## src/rtl/pfe_pkg.sv

```systemverilog
// ============================================================================
// pfe_pkg: shared types, constants and step function
// Sizes, request/mode/op codes and the per-entry colour step of the fade engine.
// ============================================================================
package pfe_pkg;

    // Store shape and fade timing
    localparam int ENTRIES     = 64;
    localparam int BANKS       = 2;
    localparam int FADE_FRAMES = 22;
    localparam int STEP        = 32;

    localparam int DEPTH   = BANKS * ENTRIES;
    localparam int ADDR_W  = $clog2(DEPTH);
    localparam int ENT_W   = $clog2(ENTRIES);
    // wide enough for first + span and for ENTRIES - 1
    localparam int RANGE_W = 9;

    localparam logic [7:0] STEP_LVL  = 8'(STEP);
    localparam logic [7:0] WHITE_LVL = 8'd224;

    // Request codes
    localparam logic [2:0] REQ_WR_TGT  = 3'd0;
    localparam logic [2:0] REQ_WR_WORK = 3'd1;
    localparam logic [2:0] REQ_RD_WORK = 3'd2;
    localparam logic [2:0] REQ_START   = 3'd3;
    localparam logic [2:0] REQ_TICK    = 3'd4;

    // Fade modes
    localparam logic [2:0] MODE_NONE      = 3'd0;
    localparam logic [2:0] MODE_FADE_IN   = 3'd1;
    localparam logic [2:0] MODE_FADE_OUT  = 3'd2;
    localparam logic [2:0] MODE_FLASH_IN  = 3'd3;
    localparam logic [2:0] MODE_FLASH_OUT = 3'd4;

    // Configuration register indexes
    localparam int CFG_IDX_W = 2;
    localparam logic [CFG_IDX_W-1:0] CFG_FIRST = 2'd0;
    localparam logic [CFG_IDX_W-1:0] CFG_SPAN  = 2'd1;
    localparam logic [CFG_IDX_W-1:0] CFG_SKIP  = 2'd2;

    // Datapath operations issued by the controller
    localparam int OP_W = 4;
    localparam logic [OP_W-1:0] OP_NONE    = 4'd0;
    localparam logic [OP_W-1:0] OP_CLEAR   = 4'd1;
    localparam logic [OP_W-1:0] OP_CAPTURE = 4'd2;
    localparam logic [OP_W-1:0] OP_HOST_WR = 4'd3;
    localparam logic [OP_W-1:0] OP_HOST_RD = 4'd4;
    localparam logic [OP_W-1:0] OP_START   = 4'd5;
    localparam logic [OP_W-1:0] OP_FILL    = 4'd6;
    localparam logic [OP_W-1:0] OP_TICK    = 4'd7;
    localparam logic [OP_W-1:0] OP_SWEEP   = 4'd8;
    localparam logic [OP_W-1:0] OP_LOAD    = 4'd9;

    typedef struct packed {
        logic [7:0] red;
        logic [7:0] green;
        logic [7:0] blue;
    } rgb_t;

    typedef struct packed {
        logic [OP_W-1:0]  op;
        logic             bank;
        logic [ENT_W-1:0] ent;
    } pfe_cmd_t;

    typedef struct packed {
        logic mode_active;
        logic fill_needed;
        logic out_free;
    } pfe_stat_t;

    // One tick of one entry. In-modes only move entries inside the range.
    function automatic rgb_t pfe_step(input logic [2:0] mode, input rgb_t w,
                                      input rgb_t t, input logic in_rng);
        rgb_t r;
        r = w;
        case (mode)
            MODE_FADE_IN:
            begin
                if (in_rng)
                begin
                    if (t.blue > w.blue)        r.blue  = w.blue + STEP_LVL;
                    else if (t.green > w.green) r.green = w.green + STEP_LVL;
                    else if (t.red > w.red)     r.red   = w.red + STEP_LVL;
                end
            end
            MODE_FLASH_IN:
            begin
                if (in_rng)
                begin
                    if (t.blue < w.blue)        r.blue  = w.blue - STEP_LVL;
                    else if (t.green < w.green) r.green = w.green - STEP_LVL;
                    else if (t.red < w.red)     r.red   = w.red - STEP_LVL;
                end
            end
            MODE_FADE_OUT:
            begin
                if (w.red != 8'd0)        r.red   = w.red - STEP_LVL;
                else if (w.green != 8'd0) r.green = w.green - STEP_LVL;
                else if (w.blue != 8'd0)  r.blue  = w.blue - STEP_LVL;
            end
            MODE_FLASH_OUT:
            begin
                if (w.red != WHITE_LVL)        r.red   = w.red + STEP_LVL;
                else if (w.green != WHITE_LVL) r.green = w.green + STEP_LVL;
                else if (w.blue != WHITE_LVL)  r.blue  = w.blue + STEP_LVL;
            end
            default:
            begin
                r = w;
            end
        endcase
        return r;
    endfunction

endpackage

```

## src/rtl/pfe_ctrl.sv

```systemverilog
// ============================================================================
// pfe_ctrl: request sequencer
// State machine and entry counter; issues one datapath operation per cycle.
// ============================================================================
module pfe_ctrl (
    input  logic               clk,
    input  logic               rst_n,
    input  logic               in_valid,
    input  logic [2:0]         req_type,
    input  pfe_pkg::pfe_stat_t stat,
    output logic               in_stall,
    output pfe_pkg::pfe_cmd_t  cmd
);
    import pfe_pkg::*;

    localparam logic [3:0] S_CLEAR  = 4'd0;
    localparam logic [3:0] S_IDLE   = 4'd1;
    localparam logic [3:0] S_WRITE  = 4'd2;
    localparam logic [3:0] S_READ   = 4'd3;
    localparam logic [3:0] S_START  = 4'd4;
    localparam logic [3:0] S_FILL   = 4'd5;
    localparam logic [3:0] S_TICK   = 4'd6;
    localparam logic [3:0] S_SWEEP  = 4'd7;
    localparam logic [3:0] S_DRAIN  = 4'd8;
    localparam logic [3:0] S_RESULT = 4'd9;

    logic [3:0]       state_reg;
    logic [3:0]       state_next;
    logic [ENT_W-1:0] ent_reg;
    logic             bank_reg;
    logic             adv;
    logic             ent_last;
    logic             bank_last;
    logic             cnt_last;

    assign ent_last  = (ent_reg == ENT_W'(ENTRIES - 1));
    assign bank_last = (bank_reg == 1'(BANKS - 1));
    assign cnt_last  = ent_last && bank_last;

    always_comb
    begin
        state_next = state_reg;
        cmd.op     = OP_NONE;
        cmd.bank   = bank_reg;
        cmd.ent    = ent_reg;
        adv        = 1'b0;
        in_stall   = 1'b1;
        case (state_reg)
            S_CLEAR:
            begin
                cmd.op = OP_CLEAR;
                adv    = 1'b1;
                if (cnt_last)
                begin
                    state_next = S_IDLE;
                end
            end
            S_IDLE:
            begin
                in_stall = 1'b0;
                if (in_valid)
                begin
                    cmd.op = OP_CAPTURE;
                    case (req_type)
                        REQ_WR_TGT:  state_next = S_WRITE;
                        REQ_WR_WORK: state_next = S_WRITE;
                        REQ_RD_WORK: state_next = S_READ;
                        REQ_START:   state_next = S_START;
                        REQ_TICK:    state_next = S_TICK;
                        default:     state_next = S_RESULT;
                    endcase
                end
            end
            S_WRITE:
            begin
                cmd.op     = OP_HOST_WR;
                state_next = S_RESULT;
            end
            S_READ:
            begin
                cmd.op     = OP_HOST_RD;
                state_next = S_RESULT;
            end
            S_START:
            begin
                cmd.op     = OP_START;
                state_next = stat.fill_needed ? S_FILL : S_RESULT;
            end
            S_FILL:
            begin
                cmd.op = OP_FILL;
                adv    = 1'b1;
                if (ent_last)
                begin
                    state_next = S_RESULT;
                end
            end
            S_TICK:
            begin
                cmd.op     = OP_TICK;
                state_next = stat.mode_active ? S_SWEEP : S_RESULT;
            end
            S_SWEEP:
            begin
                cmd.op = OP_SWEEP;
                adv    = 1'b1;
                if (cnt_last)
                begin
                    state_next = S_DRAIN;
                end
            end
            S_DRAIN:
            begin
                // last write-back lands this cycle
                state_next = S_RESULT;
            end
            S_RESULT:
            begin
                if (stat.out_free)
                begin
                    cmd.op     = OP_LOAD;
                    state_next = S_IDLE;
                end
            end
            default:
            begin
                state_next = S_IDLE;
            end
        endcase
    end

    always_ff @(posedge clk or negedge rst_n)
    begin
        if (!rst_n)
        begin
            state_reg <= S_CLEAR;
            ent_reg   <= '0;
            bank_reg  <= 1'b0;
        end
        else
        begin
            state_reg <= state_next;
            if (adv)
            begin
                if (ent_last)
                begin
                    ent_reg  <= '0;
                    // fill stays in bank one
                    bank_reg <= (bank_last || state_reg == S_FILL) ? 1'b0 : bank_reg + 1'b1;
                end
                else
                begin
                    ent_reg <= ent_reg + 1'b1;
                end
            end
        end
    end

    // counter is home again when a sweep ends
    a_sweep_wraps: assert property (@(posedge clk) disable iff (!rst_n)
        (state_reg == S_SWEEP && state_next == S_DRAIN) |=> (ent_reg == '0 && !bank_reg))
        else $error("sweep counter not back at zero");

    a_fill_bank_one: assert property (@(posedge clk) disable iff (!rst_n)
        (state_reg == S_FILL) |-> !bank_reg)
        else $error("fill strayed into bank two");

    a_clear_ends_idle: assert property (@(posedge clk) disable iff (!rst_n)
        (state_reg == S_CLEAR && cnt_last) |=> (state_reg == S_IDLE && ent_reg == '0))
        else $error("clearing pass did not end cleanly");

endmodule

```

## config.mk

```make
export PLATFORM = sky130hd
export DESIGN_NAME = pfe_ctrl
export DESIGN_NICKNAME = d
export VERILOG_FILES = /design/src/rtl/pfe_pkg.sv /design/src/rtl/pfe_ctrl.sv
export SDC_FILE = /design/constraint.sdc
export NUM_CORES = 1
export LEC_CHECK = 0
export ABC_AREA = 1
export BUFFER_PORTS_ARGS = -buffer_cell sky130_fd_sc_hd__buf_2
export CAP_MARGIN = 25
export CORE_MARGIN = 2
export CORE_UTILIZATION = 47
export DETAILED_ROUTE_END_ITERATION = 10
export PLACE_DENSITY = 0.78
export RECOVER_POWER = 25
export SYNTH_ARGS = -nofsm -noshare
export SYNTH_HDL_FRONTEND = slang
export SYNTH_SLANG_ARGS = --single-unit
export TNS_END_PERCENT = 100
```

## constraint.sdc

```tcl
create_clock -name clk -period 1.3 [get_ports clk]
set_input_delay 0.065 -clock clk [delete_from_list [all_inputs] [get_ports clk]]
set_output_delay 0.065 -clock clk [all_outputs]
set_load 0.01 [all_outputs]
```

==> metrics.yaml, run 1 <==
status: "finished, violations left"
violations: "setup timing"
antenna_found_initial: 0
cts.sinks: 11
clock_latency_ns: 0.27
netlist_area_um2: 881
grt_pass1_wl_um: 4290
ant_nets: 0
synthTopCellsByArea: "dfrtp_1 (31%), nand2_1 (21%), nor2_1 (11%)"
dp_cells: 205
die_w_um: 47.3
yosysWarnings: 0
yosys.area.top_type: "dfrtp_1"
cts_root_buffer: "clkbuf_4"
rsz0062_at_grt: "yes"
remaining_drc_errors: 0
synth-edff-count: 0
cp_data_required_time_ns: 1.24
final_max_slew_viol_count: 0
htreeDepth: 1
drt-pass1-iter-count: 5
power_density_mw_per_mm2: 2530
synth.net_count: 151
overflow: 0
synth_cells: 141
initial_core_util_pct: 50.5
maxCapViolations: 0
setup_viol: 16
cts_buffers: 3
peakVddDrop_mv: 1.52
area.growth.synth_to_final_pct: 71.4
drive_above_1_share_pct: 54.8
fp.coreArea_mm2: 0.00175
end_kind: "output port"
finalCriticalPeriod_ns: 1.49
post_drt_wl_per_cell_um: 15.9
synth_most_common_cell: "nand2_1"
io_pins: 21
timing.final.crit_share_pct: 114
largest_register_ffs: 6
avgViaCountPerCell: 5.53
vias: 1238
dp_hpwl_um: 1870
die_area_mm2: 0.00224
groute.usage.overall_pct: 27.2
antenna-diode-count: 0
fp-row-count: 15
drtIter0Drc: 60
p_leak_nw: 0.820
port_buffers: 20
ys.flop_type: "dfrtp_1"
synth_top_area_share_pct: 31.3
synth-seq-cells: 11
grt_max_degree: 12
crit_fanout: 4
worst_pin_slew_ns: 0.624
worst-endpoint-arrival_ns: 1.42
ys_seq_area_share_pct: 31.3
cts_buffer_depth: 2
drt_wl_total_um: 3570
clk_pin_slew_ns: 0.07
final_util_pct: 86.5
place_congestion: 0.875
syn-mean-instance-area_um2: 6.25
cts_tree: "built"
grt_pass1_vias: 989
synthTopCellsByCount: "nand2_1 (49), nor2_1 (25), inv_1 (17)"
crit_path_start_kind: "register"
relSlewSlack_pct: 58.4
fin_cells: 224
nets: 210
fin_skew_ns: 0.00219
rrSetupSlack_ns: -0.17
finalHoldViolCount: 0
max_freq_mhz: 672
die_h_um: 47.3
worstSetupPathType: "reg -> out"
synth.distinct_cells: 24
hp-class: "in -> reg"
layout_setup_ws_ns: -0.188
ys_async_sr_fraction_pct: 100
-- metrics by stage --
step	total power, mW	setup slack [ns]	area (um2)	hold WS [ns]	TNS, ns
after detailed placement	2.57	-0.133	1190	-0.0597	-0.527
after floorplan	1.80	0.00593	916	-0.231	0
final	3.81	-0.188	1510	0.147	-1.77
after global placement	2.53	-0.124	1190	-0.0576	-0.414
after global routing	4.03	-0.242	1510	0.163	-2.54
after CTS	3.22	-0.135	1370	0.131	-1.18
-- placed cells by master, fill, tap and decap left out, types with 5 or more instances in the layout --
cell     Yosys  layout
nand3_1     11       8
buf_2        0      17
inv_1       17       8
buf_4        1      29
inv_2        1       7
nand2_4      1       7
dfrtp_1     11       5
nand2_2      3       8
nor2_4       0      10
nor2_1      25      16
dfrtp_2      0       6
buf_6        1       8
nand2_1     49      38
-- metal layers --
metal  vias up  global-route usage, %  share of wire [%]
li1        554                      -                  -
met1       586                   36.6                 37
met2        79                   44.6                 51
met3        19                   7.31                8.7
met4         0                   4.44                3.1
met5         -                      0                  0
-- worst max-delay path, cell delays in order, from the launching register on --
cell and delay [ns]:
dfrtp_2 0.46, buf_4 0.16, nand2_4 0.11, nor2_4 0.06, nor2_2 0.16, nand2_1 0.06
buf_2 0.14
-- report_power, final --
part           internal (mW)  total (mW)  switching (mW)
Clock                  0.114       0.240           0.126
Combinational           1.30        2.90            1.59
Sequential             0.498       0.677           0.179
-- worst paths after layout --
path                                    from           end  depth (start not counted)
worst max-delay path            state_reg[2]        cmd[9]                          6
worst min-delay path                 stat[1]  state_reg[2]                          5
worst max register to register  state_reg[2]  state_reg[0]                          9
worst min register to register     bank_last     bank_last                          1
max in group asynchronous              rst_n  state_reg[0]                          2
min in group asynchronous              rst_n    ent_reg[4]                          2
-- repair_timing --
action,in CTS,in global routing
hold buffers,1,0
resized for setup,34,28
pin swaps,5,14
endpoints found under the hold margin,11,0
setup endpoints to repair,11,16
setup buffers,6,8
-- cells by family (layout without fill, tap and decap cells) --
kind of cell / Yosys count / count (layout) / share of synthesized area, %
simple gates: 98 / 98 / 47.7
buf+inv: 20 / 78 / 9.80
flops: 11 / 11 / 31.2
compound gates: 8 / 8 / 6.53
xor+xnor: 2 / 2 / 1.99
fa+ha+maj: 1 / 1 / 1.42
mux: 1 / 1 / 1.28
-- layout make-up --
class	count	area [um2]
clock buffers	3	22.5
clock inverters	1	5.00
fillers	96	235
inverters	18	75.1
multi-input cells	110	687
flip-flops and latches	11	283
well taps	25	31.3
repair buffers	56	407
(Power assumes the default switching activity.)
==> inputs of run 2 (changes only) <==
--- a/config.mk
+++ b/config.mk
@@ -5,13 +5,13 @@
 export SDC_FILE = /design/constraint.sdc
 export NUM_CORES = 1
 export LEC_CHECK = 0
-export ABC_AREA = 1
 export BUFFER_PORTS_ARGS = -buffer_cell sky130_fd_sc_hd__buf_2
 export CAP_MARGIN = 25
 export CORE_MARGIN = 2
-export CORE_UTILIZATION = 47
+export CORE_UTILIZATION = 46
+export CTS_CLUSTER_SIZE = 16
 export DETAILED_ROUTE_END_ITERATION = 10
-export PLACE_DENSITY = 0.78
+export PLACE_DENSITY = 0.77
 export RECOVER_POWER = 25
 export SYNTH_ARGS = -nofsm -noshare
 export SYNTH_HDL_FRONTEND = slang
==> metrics.yaml, run 2 <==
grt_max_degree: 18
dp_hpwl_um: 1640
synth.net_count: 111
die_area_mm2: 0.00221
finalCriticalPeriod_ns: 1.62
clock_latency_ns: 0.29
clk_pin_slew_ns: 0.07
rsz0062_at_grt: "yes"
grt_pass1_wl_um: 4570
largest_register_ffs: 6
drt_wl_total_um: 2930
antenna_found_initial: 0
hp-class: "in -> reg"
hp-start: "stat[0]"
finalHoldViolCount: 0
timing.rr.start: "state_reg[1]"
yosys.area.top_type: "dfrtp_1"
peakVddDrop_mv: 1.60
worstSetupPathType: "reg -> reg"
cts.sinks: 11
synth_cells: 101
place_congestion: 0.876
relSlewSlack_pct: 58.1
cpLargestDelayFamily: "compound AO/OA/AOI/OAI gates"
area.growth.synth_to_final_pct: 57.6
drt-pass1-iter-count: 4
final_cell_mix: "buf_4 (25), buf_2 (19), dfrtp_1 (11), nand2_1 (8), buf_6 (8)"
fp-row-count: 15
violations: "setup timing"
cp_data_required_time_ns: 1.52
timing.final.crit_share_pct: 124
setup_viol: 16
grt_pass1_vias: 963
htreeDepth: 1
synthTopCellsByCount: "dfrtp_1 (11), nand2_1 (10), a21oi_1 (5), nor2_1 (5), o21ai_0 (5)"
syn-mean-instance-area_um2: 8.41
netlist_area_um2: 850
final_max_slew_viol_count: 0
end_kind: "register"
crit_chain: "or3_4, a21o_1, a211oi_4, a32o_1"
synth-edff-count: 0
cts_tree: "built"
ys.flop_type: "dfrtp_1"
vias: 997
cts_buffers: 3
groute.usage.overall_pct: 29.9
max_stage_delay_ns: 0.45
layout_setup_ws_ns: -0.316
cts_root_buffer: "clkbuf_4"
drt-met1-wl_um: 1200
synth.distinct_cells: 42
synthTopCellsByArea: "dfrtp_1 (32%), nand2_1 (4.4%), mux2i_1 (3.5%)"
yosysWarnings: 0
wl_met2_um: 1540
ys_seq_area_share_pct: 32.4
p_leak_nw: 0.639
max_freq_mhz: 619
die_h_um: 47.0
synth_top_area_share_pct: 32.4
die_w_um: 47.0
final_common_cell: "buf_4"
critPathSlowestCell: "or3_4"
avgViaCountPerCell: 5.70
maxCapViolations: 0
remaining_drc_errors: 0
rrSetupSlack_ns: -0.32
worst-endpoint-arrival_ns: 1.84
crit_buf_inv: 0
setup_tns_ns: -4.04
synth-seq-cells: 11
power_density_mw_per_mm2: 2840
drive_above_1_share_pct: 48.0
min_to: "state_reg[3]"
rr_endpoint: "state_reg[1]"
dr.max_layer_used: "met4"
r2r_cells: 4
ys_async_sr_fraction_pct: 100
drtIter0Drc: 37
post_drt_wl_per_cell_um: 16.7
io_pins: 21
fin_skew_ns: 0.00278
initial_core_util_pct: 49.2
worst_pin_slew_ns: 0.629
synth_most_common_cell: "dfrtp_1"
overflow: 0
crit_fanout: 4
fp.coreArea_mm2: 0.00173
route.met3.wl_um: 139
antenna-diode-count: 0
crit_path_start_kind: "register"
ant_nets: 0
cts_buffer_depth: 2
port_buffers: 20
status: "finished, violations left"
power.total_mw: 3.80
nets: 161
min_delay_path_depth: 3
-- run 2: cell types whose count changed after synthesis, moves of 4 or more --
cell,delta
clkbuf_1,+4
nor2_1,-20
nand3_1,-8
nor2_2,-4
inv_1,-14
nand2_1,-39
a21oi_1,+4
-- run 2: worst min-delay path, cell delays in order --
cell and delay (ns):
buf_2 0.11, nand2_1 0.09, a32o_1 0.19
-- run 2: kinds of logic after synthesis --
logic type	Yosys count	synth area share [%]
DFF	11	32.4
and+or+nand+nor	36	22.1
xor gates and xnor gates	3	3.09
muxes	5	6.19
AOI/OAI and AO/OA	31	26.5
buffers and inverters	14	8.25
adders and majority gates	1	1.47
-- run 2: how the worst max path moves through the flow --
stage                             from            to  slack, ns  cells past startpoint
after global placement    state_reg[0]  state_reg[1]      -0.21                      4
after global routing      state_reg[1]  state_reg[3]      -0.34                      5
after detailed placement  state_reg[0]  state_reg[1]      -0.37                      5
after CTS                 state_reg[2]       cmd[10]      -0.25                      7
after floorplan           state_reg[0]    ent_reg[1]      -0.31                      5
final                     state_reg[1]  state_reg[1]      -0.32                      4
-- run 2: through the flow --
| step | area, um2 | util [%] | hold slack (ns) | instances | worst slack [ns] |
|---|---|---|---|---|---|
| final | 1340 | 77.5 | 0.200 | 175 | -0.316 |
| after global placement | 1090 | 63.4 | -0.0570 | 157 | -0.212 |
| after detailed placement | 1090 | 63.4 | -0.0521 | 157 | -0.375 |
| after floorplan | 870 | - | -0.231 | 101 | -0.306 |
| after global routing | 1340 | 77.5 | 0.228 | 175 | -0.336 |
| after CTS | 1290 | 74.6 | 0.131 | 174 | -0.250 |
-- run 2: where the power goes --
group          total [mW]  switching, mW  internal, mW
clock network       0.258          0.138         0.120
registers           0.594          0.112         0.482
logic                2.95           1.39          1.55
total                3.80           1.64          2.16
-- run 2: metal layers --
layer / vias up / GRT usage [%]
li1: 461 / -
met1: 493 / 38.7
met2: 37 / 47.7
met3: 6 / 6.92
met4: 0 / 13.3
met5: - / 0
-- run 2: what timing repair did --
| action | 4_1_cts | 5_1_grt |
|---|---|---|
| hold endpoints to repair | 11 | 0 |
| buffers inserted | 12 | 1 |
| pin swaps | 11 | 9 |
| endpoints found under the setup margin | 16 | 16 |
| hold buffers | 1 | 0 |
| resized for setup | 18 | 8 |
-- run 2: final cells by class --
cell class / count / area [um2]
well taps: 25 / 31.3
multi-input cells: 76 / 601
flip-flops and latches: 11 / 275
inverters: 5 / 18.8
fillers: 116 / 388
clock buffers: 4 / 26.3
repair buffers: 54 / 387
==> inputs of run 3 (changes only) <==
--- a/config.mk
+++ b/config.mk
@@ -8,11 +8,10 @@
 export BUFFER_PORTS_ARGS = -buffer_cell sky130_fd_sc_hd__buf_2
 export CAP_MARGIN = 25
 export CORE_MARGIN = 2
-export CORE_UTILIZATION = 46
+export CORE_UTILIZATION = 51
 export CTS_CLUSTER_SIZE = 16
 export DETAILED_ROUTE_END_ITERATION = 10
-export PLACE_DENSITY = 0.77
-export RECOVER_POWER = 25
+export PLACE_DENSITY = 0.81
 export SYNTH_ARGS = -nofsm -noshare
 export SYNTH_HDL_FRONTEND = slang
 export SYNTH_SLANG_ARGS = --single-unit
==> constraint.sdc (replaced) <==
create_clock -name clk -period 1.6 [get_ports clk]
set_input_delay 0.08 -clock clk [delete_from_list [all_inputs] [get_ports clk]]
set_output_delay 0.08 -clock clk [all_outputs]
set_load 0.01 [all_outputs]
==> metrics.yaml, run 3 (synthesized netlist as in run 2, its figures left out) <==
relSlewSlack_pct: 70.2
ant_nets: 0
finalHoldViolCount: 0
fin_skew_ns: 0.00412
end_kind: "register"
vias: 903
worst-endpoint-arrival_ns: 1.73
area.growth.synth_to_final_pct: 31.7
initial_core_util_pct: 55.1
p_leak_nw: 0.534
timing.final.crit_share_pct: 98.0
largest_register_ffs: 6
crit_chain: "buf_4, a2111oi_0, a21o_1, a211oi_2, a32o_1"
worst_pin_slew_ns: 0.436
setup_tns_ns: 0
cts_root_buffer: "clkbuf_4"
critPathSlowestCell: "a2111oi_0"
drt-pass1-iter-count: 5
setup_viol: 0
power_density_mw_per_mm2: 2050
fp-row-count: 14
finalCriticalPeriod_ns: 1.57
fp.coreArea_mm2: 0.00154
crit_buf_inv: 1
hp-start: "stat[0]"
final_cell_mix: "buf_2 (21), buf_4 (13), dfrtp_1 (11), nand2_1 (10), a21oi_1 (5)"
grt_pass1_wl_um: 3240
antenna_found_initial: 0
grt_pass1_vias: 762
worstSetupPathType: "reg -> reg"
max_stage_delay_ns: 0.44
hp-class: "in -> reg"
final_max_slew_viol_count: 0
max_freq_mhz: 638
setup.worst_path.start: "state_reg[0]"
cts_buffers: 3
drtIter0Drc: 23
die_area_mm2: 0.00201
port_buffers: 20
crit_fanout: 17
cpLargestDelayFamily: "compound AO/OA/AOI/OAI gates"
post_drt_wl_per_cell_um: 13.8
final_common_cell: "buf_2"
maxCapViolations: 0
timing.rr.start: "state_reg[0]"
remaining_drc_errors: 0
htreeDepth: 1
clk_pin_slew_ns: 0.08
groute.usage.overall_pct: 21.5
rrSetupSlack_ns: 0.03
cts_tree: "built"
clock_latency_ns: 0.27
nets: 145
cts_buffer_depth: 2
antenna-diode-count: 0
die_h_um: 44.8
grt_max_degree: 18
place_congestion: 0.882
die_w_um: 44.8
cp_data_required_time_ns: 1.76
overflow: 0
dp_hpwl_um: 1470
crit_path_start_kind: "register"
cts.sinks: 11
drive_above_1_share_pct: 38.1
status: "finished, final reports clean"
peakVddDrop_mv: 1.02
avgViaCountPerCell: 6.02
drt_wl_total_um: 2080
io_pins: 21
power.total_mw: 2.30
run 3: layer usage:
layer / part of all wire, % / up-vias / GRT usage, %
li1: - / 440 / -
met1: 45 / 416 / 30.2
met2: 47 / 41 / 35.4
met3: 6.1 / 6 / 3.60
met4: 1.8 / 0 / 4.12
met5: 0 / - / 0
run 3: worst reg2reg max path: cells and delay by family, from the launching register on:
kind	cells	cell delay, ns
compound gates	4	0.87
flops	1	0.39
buf+inv	1	0.20
run 3: layout make-up:
class,instances,area (um2)
Multi-Input combinational cell,77,543
Tap cell,16,20.0
Sequential cell,11,275
Fill cell,120,423
Timing Repair Buffer,37,235
Inverter,5,18.8
Clock buffer,4,26.3
run 3: worst paths after layout:
path                                end  cells past startpoint
hold / removal             state_reg[3]                      3
setup / recovery           state_reg[1]                      5
min in group asynchronous  state_reg[1]                      2
setup reg to reg           state_reg[1]                      5
hold reg to reg              ent_reg[4]                      1
max in group asynchronous     bank_last                      2
run 3: repair_timing:
| action | CTS | global route |
|---|---|---|
| gates cloned | 0 | 2 |
| setup buffers | 1 | 4 |
| pin swaps | 1 | 4 |
| hold buffers | 1 | 0 |
| hold endpoints to repair | 11 | 0 |
| setup endpoints to repair | 3 | 10 |
| resized for setup | 3 | 6 |
run 3: metrics by stage:
stage	worst slack [ns]	area [um2]	util (%)	hold WS, ns	cells
after floorplan	-0.00687	861	-	-0.216	101
after CTS	0.00967	1060	68.5	0.154	144
after global placement	0.0438	1000	64.9	-0.0409	138
final	0.0320	1120	72.6	0.179	150
after global routing	-0.00889	1120	72.6	0.175	150
after detailed placement	0.0312	1000	64.9	-0.0328	138
run 3: power by group:
part           switching (mW)  total [mW]  leakage [nW]  internal [mW]
logic                   0.843        1.62         0.377          0.773
registers              0.0939       0.486         0.141          0.392
clock network          0.0992       0.196        0.0150         0.0963
total                    1.04        2.30         0.534           1.26
